===== src/hw/rtl/dalt_pkg.sv =====
// shared types, constants and helper functions for the dual-axis light tracker
// no dependencies; used by dalt_step and dual_axis_light_tracker_stepper
`default_nettype none

package dalt_pkg;

    // register reset values
    localparam logic [7:0] EngageTolRst  = 8'd15;
    localparam logic [7:0] VertRelRst    = 8'd4;
    localparam logic [7:0] HorzRelRst    = 8'd7;
    localparam logic [7:0] BlinkLimitRst = 8'd39;

    localparam logic [7:0] ReadingMin = 8'h00;
    localparam logic [7:0] ReadingMax = 8'hff;

    typedef enum logic {
        OP_SAMPLE = 1'b0,
        OP_TICK   = 1'b1
    } t_opcode;

    typedef enum logic [1:0] {
        CFG_ENGAGE_TOL  = 2'd0,
        CFG_VERT_REL    = 2'd1,
        CFG_HORZ_REL    = 2'd2,
        CFG_BLINK_LIMIT = 2'd3
    } t_cfg_index;

    typedef struct packed {
        logic [7:0] engage_tolerance;
        logic [7:0] vertical_release;
        logic [7:0] horizontal_release;
        logic [7:0] blink_limit;
    } t_cfg;

    typedef struct packed {
        t_opcode    opcode;
        logic [7:0] light_up;
        logic [7:0] light_down;
        logic [7:0] light_left;
        logic [7:0] light_right;
        logic       press_up;
        logic       press_down;
        logic       press_left;
        logic       press_right;
        logic       mode_toggle;
    } t_item;

    typedef struct packed {
        logic       move_up;
        logic       move_down;
        logic       move_left;
        logic       move_right;
        logic       mode_auto;
        logic       fault_flag;
        logic [2:0] phase_index;
        logic [7:0] blink_count;
        logic       lamp_a_level;
        logic       lamp_b_level;
        logic [7:0] drive_port;
    } t_state;

    // half-step coil patterns, forward direction
    function automatic logic [3:0] phase_fwd(input logic [2:0] p);
        logic [3:0] v;
        case (p)
            3'd0:    v = 4'h1;
            3'd1:    v = 4'h3;
            3'd2:    v = 4'h2;
            3'd3:    v = 4'h6;
            3'd4:    v = 4'h4;
            3'd5:    v = 4'hc;
            3'd6:    v = 4'h8;
            3'd7:    v = 4'h9;
            default: v = 4'h0;
        endcase
        return v;
    endfunction

    // half-step coil patterns, reverse direction
    function automatic logic [3:0] phase_rev(input logic [2:0] p);
        logic [3:0] v;
        case (p)
            3'd0:    v = 4'h9;
            3'd1:    v = 4'h8;
            3'd2:    v = 4'hc;
            3'd3:    v = 4'h4;
            3'd4:    v = 4'h6;
            3'd5:    v = 4'h2;
            3'd6:    v = 4'h3;
            3'd7:    v = 4'h1;
            default: v = 4'h0;
        endcase
        return v;
    endfunction

    // engage wins over release
    function automatic logic hyst(input logic flag, input logic [7:0] diff,
                                  input logic [7:0] engage, input logic [7:0] release_lvl);
        logic v;
        if (diff >= engage) begin
            v = 1'b1;
        end else if (diff <= release_lvl) begin
            v = 1'b0;
        end else begin
            v = flag;
        end
        return v;
    endfunction

    function automatic logic bad_reading(input logic [7:0] r);
        return (r == ReadingMin) || (r == ReadingMax);
    endfunction

endpackage

`default_nettype wire


===== src/hw/rtl/dalt_step.sv =====
// next-state logic for one sample or tick transaction
// depends on dalt_pkg
`default_nettype none

module dalt_step (
    input  var dalt_pkg::t_cfg   i_cfg,
    input  var dalt_pkg::t_item  i_item,
    input  var dalt_pkg::t_state i_state,
    output dalt_pkg::t_state     o_state
);

    logic       ma;
    logic       fault;
    logic       mu, md, ml, mr;
    logic [7:0] v_diff, h_diff;
    logic [3:0] lo, hi;
    logic [7:0] bc_inc;

    always_comb begin
        o_state = i_state;

        // sample path
        ma    = i_state.mode_auto ^ i_item.mode_toggle;
        mu    = i_item.mode_toggle ? 1'b0 : i_state.move_up;
        md    = i_item.mode_toggle ? 1'b0 : i_state.move_down;
        ml    = i_item.mode_toggle ? 1'b0 : i_state.move_left;
        mr    = i_item.mode_toggle ? 1'b0 : i_state.move_right;
        fault = dalt_pkg::bad_reading(i_item.light_up)
              | dalt_pkg::bad_reading(i_item.light_down)
              | dalt_pkg::bad_reading(i_item.light_left)
              | dalt_pkg::bad_reading(i_item.light_right);
        v_diff = (i_item.light_up > i_item.light_down)
               ? i_item.light_up - i_item.light_down
               : i_item.light_down - i_item.light_up;
        h_diff = (i_item.light_left > i_item.light_right)
               ? i_item.light_left - i_item.light_right
               : i_item.light_right - i_item.light_left;

        // tick path
        lo = i_state.move_up   ? dalt_pkg::phase_fwd(i_state.phase_index) :
             i_state.move_down ? dalt_pkg::phase_rev(i_state.phase_index) : 4'h0;
        hi = i_state.move_left  ? dalt_pkg::phase_fwd(i_state.phase_index) :
             i_state.move_right ? dalt_pkg::phase_rev(i_state.phase_index) : 4'h0;
        bc_inc = i_state.blink_count + 8'd1;

        case (i_item.opcode)
            dalt_pkg::OP_SAMPLE: begin
                if (!ma) begin
                    mu = i_item.press_up;
                    md = !i_item.press_up && i_item.press_down;
                    ml = i_item.press_left;
                    mr = !i_item.press_left && i_item.press_right;
                end else if (fault) begin
                    mu = 1'b0;
                    md = 1'b0;
                    ml = 1'b0;
                    mr = 1'b0;
                end else begin
                    if (i_item.light_up > i_item.light_down) begin
                        mu = 1'b0;
                        md = dalt_pkg::hyst(md, v_diff, i_cfg.engage_tolerance,
                                            i_cfg.vertical_release);
                    end else begin
                        md = 1'b0;
                        mu = dalt_pkg::hyst(mu, v_diff, i_cfg.engage_tolerance,
                                            i_cfg.vertical_release);
                    end
                    if (i_item.light_left > i_item.light_right) begin
                        mr = 1'b0;
                        ml = dalt_pkg::hyst(ml, h_diff, i_cfg.engage_tolerance,
                                            i_cfg.horizontal_release);
                    end else begin
                        ml = 1'b0;
                        mr = dalt_pkg::hyst(mr, h_diff, i_cfg.engage_tolerance,
                                            i_cfg.horizontal_release);
                    end
                end
                o_state.move_up    = mu;
                o_state.move_down  = md;
                o_state.move_left  = ml;
                o_state.move_right = mr;
                o_state.mode_auto  = ma;
                o_state.fault_flag = fault;
                if (!fault) begin
                    o_state.lamp_a_level = ma;
                    o_state.lamp_b_level = !ma;
                end
            end
            dalt_pkg::OP_TICK: begin
                o_state.drive_port  = {hi, lo};
                o_state.phase_index = i_state.phase_index + 3'd1;
                if (i_state.fault_flag) begin
                    if (bc_inc > i_cfg.blink_limit) begin
                        o_state.blink_count  = 8'd0;
                        o_state.lamp_a_level = !i_state.lamp_a_level;
                        o_state.lamp_b_level = !i_state.lamp_a_level;
                    end else begin
                        o_state.blink_count = bc_inc;
                    end
                end
            end
            default: begin
                o_state = i_state;
            end
        endcase
    end

endmodule

`default_nettype wire


===== src/hw/rtl/dual_axis_light_tracker_stepper.sv =====
// dual-axis light tracker with half-step stepper drive: top level
// depends on dalt_pkg and dalt_step
// datapath: each transaction passes through the input register, then the result register
// throughput: one transaction per cycle, both sides may stall independently
// reset (synchronous, active low): config registers to defaults, tracker state to idle values
// configuration port always ready, one register written per transaction
`default_nettype none

module dual_axis_light_tracker_stepper (
    input  wire        i_clk,
    input  wire        i_rst_n,
    // item channel
    input  wire        i_in_valid,
    output logic       o_in_ready,
    input  wire        i_opcode,
    input  wire  [7:0] i_light_up,
    input  wire  [7:0] i_light_down,
    input  wire  [7:0] i_light_left,
    input  wire  [7:0] i_light_right,
    input  wire        i_press_up,
    input  wire        i_press_down,
    input  wire        i_press_left,
    input  wire        i_press_right,
    input  wire        i_mode_toggle,
    // result channel
    output logic       o_out_valid,
    input  wire        i_out_ready,
    output logic [7:0] o_motor_drive,
    output logic       o_lamp_a,
    output logic       o_lamp_b,
    output logic       o_auto_active,
    output logic       o_sensor_fault,
    // configuration channel
    input  wire        i_cfg_valid,
    output logic       o_cfg_ready,
    input  wire  [1:0] i_cfg_index,
    input  wire  [7:0] i_cfg_data
);

    // configuration registers
    dalt_pkg::t_cfg   r_cfg;

    // input stage
    logic             r_in_valid;
    dalt_pkg::t_item  r_item;
    dalt_pkg::t_item  n_item;

    // tracker state, updated when the input stage hands over to the result stage
    dalt_pkg::t_state r_state;
    dalt_pkg::t_state n_state;

    // result stage
    logic             r_out_valid;
    logic [7:0]       r_motor_drive;
    logic             r_lamp_a;
    logic             r_lamp_b;
    logic             r_auto_active;
    logic             r_sensor_fault;

    logic             out_free;
    logic             advance;
    logic             in_take;

    // result register can take a new transaction when empty or being drained
    assign out_free   = !r_out_valid || i_out_ready;
    assign advance    = r_in_valid && out_free;
    assign o_in_ready = !r_in_valid || advance;
    assign in_take    = i_in_valid && o_in_ready;
    assign o_cfg_ready = 1'b1;

    assign n_item = '{
        opcode:      dalt_pkg::t_opcode'(i_opcode),
        light_up:    i_light_up,
        light_down:  i_light_down,
        light_left:  i_light_left,
        light_right: i_light_right,
        press_up:    i_press_up,
        press_down:  i_press_down,
        press_left:  i_press_left,
        press_right: i_press_right,
        mode_toggle: i_mode_toggle
    };

    // one pass of sample or tick handling
    dalt_step u_step (
        .i_cfg   (r_cfg),
        .i_item  (r_item),
        .i_state (r_state),
        .o_state (n_state)
    );

    // configuration writes
    always_ff @(posedge i_clk) begin
        if (!i_rst_n) begin
            r_cfg.engage_tolerance   <= dalt_pkg::EngageTolRst;
            r_cfg.vertical_release   <= dalt_pkg::VertRelRst;
            r_cfg.horizontal_release <= dalt_pkg::HorzRelRst;
            r_cfg.blink_limit        <= dalt_pkg::BlinkLimitRst;
        end else if (i_cfg_valid && o_cfg_ready) begin
            case (dalt_pkg::t_cfg_index'(i_cfg_index))
                dalt_pkg::CFG_ENGAGE_TOL:  r_cfg.engage_tolerance   <= i_cfg_data;
                dalt_pkg::CFG_VERT_REL:    r_cfg.vertical_release   <= i_cfg_data;
                dalt_pkg::CFG_HORZ_REL:    r_cfg.horizontal_release <= i_cfg_data;
                dalt_pkg::CFG_BLINK_LIMIT: r_cfg.blink_limit        <= i_cfg_data;
                default:                   r_cfg <= r_cfg;
            endcase
        end
    end

    // input stage valid
    always_ff @(posedge i_clk) begin
        if (!i_rst_n) begin
            r_in_valid <= 1'b0;
        end else if (o_in_ready) begin
            r_in_valid <= i_in_valid;
        end
    end

    // input payload, no reset needed
    always_ff @(posedge i_clk) begin
        if (in_take) begin
            r_item <= n_item;
        end
    end

    // tracker state
    always_ff @(posedge i_clk) begin
        if (!i_rst_n) begin
            r_state.move_up      <= 1'b0;
            r_state.move_down    <= 1'b0;
            r_state.move_left    <= 1'b0;
            r_state.move_right   <= 1'b0;
            r_state.mode_auto    <= 1'b0;
            r_state.fault_flag   <= 1'b0;
            r_state.phase_index  <= 3'd0;
            r_state.blink_count  <= 8'd0;
            r_state.lamp_a_level <= 1'b1;
            r_state.lamp_b_level <= 1'b1;
            r_state.drive_port   <= 8'd0;
        end else if (advance) begin
            r_state <= n_state;
        end
    end

    // result stage valid
    always_ff @(posedge i_clk) begin
        if (!i_rst_n) begin
            r_out_valid <= 1'b0;
        end else if (out_free) begin
            r_out_valid <= r_in_valid;
        end
    end

    // result payload taken from the updated state
    always_ff @(posedge i_clk) begin
        if (advance) begin
            r_motor_drive  <= n_state.drive_port;
            r_lamp_a       <= n_state.lamp_a_level;
            r_lamp_b       <= n_state.lamp_b_level;
            r_auto_active  <= n_state.mode_auto;
            r_sensor_fault <= n_state.fault_flag;
        end
    end

    assign o_out_valid    = r_out_valid;
    assign o_motor_drive  = r_motor_drive;
    assign o_lamp_a       = r_lamp_a;
    assign o_lamp_b       = r_lamp_b;
    assign o_auto_active  = r_auto_active;
    assign o_sensor_fault = r_sensor_fault;

    // never drive both directions of an axis
    a_axis_exclusive: assert property (@(posedge i_clk) disable iff (!i_rst_n)
        !(r_state.move_up && r_state.move_down) && !(r_state.move_left && r_state.move_right))
        else $error("both directions of an axis set");

    // a faulty reading in automatic mode stops both motors
    a_fault_stops: assert property (@(posedge i_clk) disable iff (!i_rst_n)
        (r_state.mode_auto && r_state.fault_flag) |->
        !(r_state.move_up || r_state.move_down || r_state.move_left || r_state.move_right))
        else $error("motor flag set during automatic-mode fault");

    // each tick moves the phase on by one
    a_tick_phase: assert property (@(posedge i_clk) disable iff (!i_rst_n)
        (advance && (r_item.opcode == dalt_pkg::OP_TICK)) |=>
        (r_state.phase_index == 3'($past(r_state.phase_index) + 3'd1)))
        else $error("phase did not advance on tick");

endmodule

`default_nettype wire

===== config.mk =====
export PLATFORM = sky130hd
export DESIGN_NAME = dual_axis_light_tracker_stepper
export DESIGN_NICKNAME = d
export VERILOG_FILES = /design/src/hw/rtl/dalt_pkg.sv /design/src/hw/rtl/dalt_step.sv /design/src/hw/rtl/dual_axis_light_tracker_stepper.sv
export SDC_FILE = /design/constraint.sdc
export NUM_CORES = 1
export LEC_CHECK = 0
export BUFFER_PORTS_ARGS = -buffer_cell sky130_fd_sc_hd__buf_2
export CAP_MARGIN = 30
export CORE_MARGIN = 1.5
export CORE_UTILIZATION = 45
export CTS_BUF_LIST = sky130_fd_sc_hd__clkbuf_8
export DETAILED_ROUTE_END_ITERATION = 12
export MAX_ROUTING_LAYER = met4
export SLEW_MARGIN = 20
export SYNTH_ARGS = -nofsm -noshare
export SYNTH_HDL_FRONTEND = slang
export SYNTH_SLANG_ARGS = --single-unit
export TNS_END_PERCENT = 100

===== constraint.sdc =====
create_clock -name i_clk -period 8.3 [get_ports i_clk]
set_input_delay 0.83 -clock i_clk [delete_from_list [all_inputs] [get_ports i_clk]]
set_output_delay 0.83 -clock i_clk [all_outputs]
set_load 0.01 [all_outputs]

==> run_results.csv, run 1 <==
group,metric,value,unit
clocking,post_cts_resized,0,
synthesis,netlist_instances,729,
clocking,root_buffer,"clkbuf_8",
pwr,p_total,1.509,mW
pwr,p_clk_share,37.6,%
floorplan,initial_core_util,46.36,%
synthesis,synth_warnings,0,
timing,worst_slew_pin_slew,0.9012,ns
clocking,htreeDepth,4,
timing,finClkSkew,0.02001,ns
place,gp_congestion,0.8469,
clocking,cts-buffers-inserted,17,
synthesis,syn_nets,858,
place,dpl.hpwl,11500,µm
setup_path,cpMostUsedCell,"a21oi_1",
route,drtIter0Drc,360,
final_layout,final_nets,923,
clocking,postCtsSetupBuffers,0,
worst_hold_path,hp-class,"reg -> reg",
floorplan,core-area,14590,µm²
timing,maxSlewHeadroom,39.92,%
pwr,power_frac_comb,18.8,%
setup_path,crit_required,8.64,ns
route,drc_errors,0,
timing,max_clock_freq,230.6,MHz
place,io_buffers,66,
final_layout,final_core_util,52.58,%
clocking,cts.sink_count,119,
final_layout,layout_common_cells,"nand2_1 (82), a21oi_1 (74), inv_1 (72), ha_1 (72), dfxtp_1 (69)",
pwr,p_sw,435.8,µW
final_layout,syn_to_final_growth,13.43,%
clocking,clockBufferDepth,2,
job,max_cap_viol_count,0,
synthesis,netlist_area,6763,µm²
timing,period_needed,4.337,ns
timing,finalHoldViolCount,0,
route,drt_pass1_iterations,5,
grt,grt_antenna_before_repair,0,
setup_path,crit_fanout,16,
grt,grt_max_degree,43,
clocking,cts.clk_slew.worst_paths,0.08,ns
timing,rsz0062_at_grt,"false",
route,vias,5325,
timing,finalMaxSlewViolations,0,
floorplan,die-area,15770,µm²
clocking,clkLatencyLatePin,0.46,ns
floorplan,num_rows,44,
pwr,seqPwrFrac,43.7,%
setup_path,cp-end-kind,"register",
floorplan,die_h,125.6,µm
route,routed_wl,14940,µm
setup_path,cp-start-kind,"register",
synthesis,synthArstFlopShare,0,%
route,vias_per_cell,5.373,
route,wire_per_inst,15.07,µm
final_layout,antenna_cells,0,
final_layout,mostFrequentLayoutCell,"nand2_1",
grt,track_usage,20.68,%
floorplan,die-width,125.6,µm
setup_path,critPathArrivalTime,4.67,ns
timing,tns,0,ns
route,antenna_left,0,
pwr,p_per_area,196.7,nW/µm²
synthesis,syn_avg_cell_area,9.277,µm²
synthesis,ys_types,63,
final_layout,drive_above_1_share,14.62,%
pwr,ir_drop,129.5,µV
setup_path,path_cells,"inv_1, ha_1, inv_1, fa_1, nand3_1, a21oi_1, o32ai_4, mux2i_1, o2111ai_1, a21oi_1, xnor2_1, ha_1, a21oi_1, o21ai_0, a21oi_1, nor4b_1, a21oi_1, o211a_1",
setup_path,slowest_delay,0.62,ns
run_status,outcome,"completed",
timing,post-route-period-util,52.26,%
pwr,switching_share,28.88,%
setup_path,cp_slowest_cell,"o32ai_4",
floorplan,io_pins,68,
setup_path,critPathKind,"reg -> reg",
synthesis,ys_seq_elements,119,
timing,setup_viol,0,
grt,grt_pass1_wl,25030,µm
pwr,p_int,1.073,mW
clocking,holdBufCountCts,0,
synthesis,synth_flop_cell,"dfxtp_1",
grt,overflow,0,
synthesis,seq_area_frac_synth,42.63,%
grt,grt_pass1_vias,5344,
pwr,leakage,3.228,nW
synthesis,synth-edff-count,50,
clocking,cts_tree,"built",
## Yosys cell counts (2+ instances only)
| cell | count | share of area, % |
|---|---|---|
| a211oi_1 | 12 | 1.3 |
| a21boi_1 | 2 | 0.22 |
| a21o_1 | 6 | 0.67 |
| a21oi_1 | 74 | 5.5 |
| a21oi_2 | 2 | 0.26 |
| a22oi_1 | 8 | 0.89 |
| a2bb2oi_1 | 2 | 0.26 |
| a31oi_1 | 3 | 0.28 |
| and2_1 | 4 | 0.37 |
| buf_1 | 3 | 0.17 |
| buf_4 | 3 | 0.33 |
| clkbuf_1 | 15 | 0.83 |
| dfxtp_1 | 69 | 20 |
| edfxtp_1 | 50 | 22 |
| fa_1 | 4 | 1.2 |
| ha_1 | 72 | 13 |
| inv_1 | 72 | 4.0 |
| inv_2 | 2 | 0.11 |
| mux2_2 | 3 | 0.50 |
| mux2i_1 | 12 | 1.8 |
| nand2_1 | 82 | 4.6 |
| nand2b_1 | 12 | 1.1 |
| nand3_1 | 14 | 1.0 |
| nand3b_1 | 2 | 0.22 |
| nand4_1 | 21 | 1.9 |
| nor2_1 | 56 | 3.1 |
| nor2b_1 | 8 | 0.74 |
| nor3_1 | 4 | 0.30 |
| nor3b_1 | 2 | 0.22 |
| nor4_1 | 9 | 0.83 |
| nor4b_1 | 2 | 0.26 |
| o2111ai_1 | 2 | 0.26 |
| o211ai_1 | 12 | 1.3 |
| o21ai_0 | 20 | 1.5 |
| o21ai_1 | 5 | 0.37 |
| o22ai_1 | 4 | 0.37 |
| or2_2 | 4 | 0.37 |
| or3_1 | 6 | 0.56 |
| xnor2_1 | 13 | 1.7 |
| xor2_1 | 10 | 1.3 |
## kinds of logic after synthesis
group	Yosys count	synth area share (%)
other	1	0.05545
and+or+nand+nor	232	16.34
adders and majority gates	76	14.51
buffers and inverters	96	5.513
xor gates and xnor gates	23	2.979
AOI/OAI and AO/OA	167	15.71
muxes	15	2.276
DFF	119	42.63
## flip-flops by register name, summed over array words and instances, names as in the netlist, named ones only
name / flops
o_auto_active: 1
o_lamp_a: 1
o_lamp_b: 1
o_motor_drive: 8
o_out_valid: 1
o_sensor_fault: 1
r_cfg: 32
r_in_valid: 1
r_item: 38
r_state: 27
## worst max-delay path: cells and delay by family, from the launching register on
kind | cells | cell delay (ns)
mux | 1 | 0.36
compound gates | 9 | 1.88
buf+inv | 2 | 0.14
fa+ha+maj | 3 | 0.83
flops | 1 | 0.43
xor+xnor | 1 | 0.18
simple gates | 2 | 0.42
## power groups by stage
| stage | logic, mW | registers [mW] | clock network, mW |
|---|---|---|---|
| after floorplan | 0.207 | 0.666 | 0 |
| after global placement | 0.270 | 0.671 | 0 |
| after CTS | 0.284 | 0.659 | 0.583 |
| after global routing | 0.322 | 0.663 | 0.612 |
| final | 0.283 | 0.659 | 0.567 |
| after detailed placement | 0.282 | 0.672 | 0 |
## final timing paths
kind | to | from | cells past startpoint | slack, ns
setup / recovery | r_state[26] | r_item[29] | 18 | 3.96
hold / removal | r_state[23] | r_state[23] | 2 | 0.46
setup reg to reg | r_state[26] | r_item[29] | 18 | 3.96
hold reg to reg | r_state[23] | r_state[23] | 2 | 0.46
## through the flow
step,hold WS [ns],std cells,worst slack (ns),area (µm²)
2_1_floorplan,0.4302,729,4.543,6763
3_3_place_gp,0.4448,959,4.205,7244
3_5_place_dp,0.4486,959,3.974,7244
4_1_cts,0.4608,991,3.965,7671
5_1_grt,0.4800,991,3.578,7671
6_report,0.4571,991,3.963,7671
## cell type report
cell class / count / area [µm²]
fill: 1338 / 6918
timing repair buffer: 68 / 345.3
clock inverter: 13 / 165.2
inverter: 74 / 277.8
tap: 184 / 230.2
sequential: 119 / 2883
clock buffer: 19 / 261.5
multi-input combinational: 514 / 3508
## metal layers
metal,vias up,track usage [%],part of all wire [%]
li1,2708,-,-
met1,2467,23.73,45
met2,116,34.69,48
met3,34,4.964,4.1
met4,0,8.489,2.9
met5,-,-,0
Power figures use the tool's default switching activity.
==> inputs of run 2 (changes only) <==
clock period = 4.44 ns   (was 8.3 ns; I/O delays follow)
==> run_results.csv, run 2 (synthesis gave the netlist of run 1 again) <==
group,metric,value,unit
clocking,clockBufferDepth,2,
final_layout,largest_reg_flops,38,
final_layout,top_regs,"r_item: 38 flops, r_cfg: 32 flops, r_state: 27 flops",
run_status,outcome,"completed",
setup_path,reg2reg_from,"r_item[13]",
setup_path,cp-start-kind,"register",
timing,period_needed,4.070,ns
timing,post-route-period-util,91.67,%
route,vias,5311,
final_layout,mostFrequentLayoutCell,"nand2_1",
clocking,holdBufCountCts,0,
timing,finalHoldViolCount,0,
clocking,cts.sink_count,119,
pwr,p_per_area,356.3,nW/µm²
timing,whs,0.1678,ns
final_layout,top_register,"r_item",
timing,setup_viol,0,
floorplan,die-width,125.6,µm
final_layout,fill_cells,1352,
setup_path,r2r_slack,0.37,ns
setup_path,critPathArrivalTime,4.41,ns
final_layout,drive_above_1_share,14.71,%
clocking,clkLatencyLatePin,0.45,ns
setup_path,cp-end-kind,"register",
clocking,cts_tree,"built",
floorplan,io_pins,68,
grt,overflow,0,
place,io_buffers,66,
timing,worst_slew_pin_slew,0.8899,ns
grt,grt_pass1_vias,5244,
floorplan,die-area,15770,µm²
pwr,ir_drop,206.5,µV
timing,maxSlewHeadroom,40.67,%
clocking,cts.clk_slew.worst_paths,0.07,ns
floorplan,initial_core_util,46.36,%
setup_path,critPathKind,"reg -> reg",
floorplan,num_rows,44,
setup_path,crit_required,4.78,ns
final_layout,final_nets,925,
route,drt_pass1_iterations,4,
timing,max_clock_freq,245.7,MHz
timing,finalMaxSlewViolations,0,
grt,track_usage,20.47,%
setup_path,crit_fanout,4,
place,dpl.hpwl,11280,µm
grt,grt_pass1_wl,24850,µm
timing,finClkSkew,0.01190,ns
route,antenna_left,0,
job,max_cap_viol_count,0,
grt,grt_antenna_before_repair,0,
route,drc_errors,0,
route,vias_per_cell,5.348,
floorplan,die_h,125.6,µm
clocking,root_buffer,"clkbuf_8",
final_layout,syn_to_final_growth,13.06,%
final_layout,antenna_cells,0,
pwr,leakage,3.214,nW
route,wire_per_inst,15.03,µm
clocking,htreeDepth,4,
clocking,cts-buffers-inserted,17,
setup_path,worstSetupStartpoint,"r_item[13]",
floorplan,core-area,14590,µm²
clocking,post_cts_resized,0,
worst_hold_path,hp-class,"in -> reg",
route,drtIter0Drc,267,
final_layout,layout_common_cells,"nand2_1 (82), a21oi_1 (74), inv_1 (73)",
clocking,postCtsSetupBuffers,0,
place,gp_congestion,0.8507,
worst_hold_path,hp-start,"i_light_up[5]",
grt,grt_max_degree,43,
timing,tns,0,ns
route,routed_wl,14920,µm
timing,rsz0062_at_grt,"false",
-- run 2: changes by cell type in the layout (fill, tap and decap cells not counted), sizes merged --
cell / change
clkbuf: -2
clkinv: +2
bufinv: -1
buf: +2
inv: -1
clkinvlp: +2
-- run 2: layout make-up --
class	instances	area, µm²	share of cell area [%]
inverter	74	277.8	3.633
timing repair buffer	70	360.3	4.713
clock inverter	15	152.6	1.996
clock buffer	17	234.0	3.060
multi-input combinational	514	3508	45.88
sequential	119	2883	37.70
tap	184	230.2	3.011
-- run 2: final timing paths --
check	to	depth (start not counted)
setup / recovery	r_state[23]	18
hold / removal	r_item[34]	1
setup reg to reg	r_state[23]	18
hold reg to reg	r_state[23]	2
-- run 2: critical path, stage by stage (launching register included) --
cell	delay, ns
edfxtp_1	0.43
inv_1	0.08
ha_1	0.14
inv_1	0.06
fa_1	0.38
nand3_1	0.11
a21oi_2	0.09
o31ai_4	0.30
mux2i_1	0.31
o2111ai_1	0.16
a221oi_2	0.28
xnor2_1	0.19
ha_1	0.29
a21oi_1	0.14
o21ai_0	0.09
a21oi_1	0.21
nor4b_1	0.38
a31oi_1	0.17
mux2i_1	0.14
-- run 2: routing by layer --
| metal | up-vias | part of all wire [%] | global-route usage (%) |
|---|---|---|---|
| li1 | 2714 | - | - |
| met1 | 2475 | 45 | 23.82 |
| met2 | 103 | 50 | 34.78 |
| met3 | 19 | 3.5 | 4.664 |
| met4 | 0 | 1.5 | 7.019 |
| met5 | - | 0 | - |
-- run 2: power by group --
group / total (mW) / switching [mW] / internal (mW) / leakage, nW
Clock: 0.963 / 0.464 / 0.499 / 0.198
Combinational: 0.529 / 0.305 / 0.224 / 1.97
Sequential: 1.23 / 0.0386 / 1.19 / 1.05
-- run 2: through the flow --
stage	utilization (%)	setup slack, ns	cells	cell area, µm²	power (mW)
floorplan	-	0.6830	729	6763	1.633
global placement	49.76	0.4993	961	7259	1.759
detailed placement	49.76	0.3719	961	7259	1.781
CTS	52.41	0.3634	993	7646	2.746
global route	52.41	0.008197	993	7646	2.880
finish	52.41	0.3698	993	7646	2.724
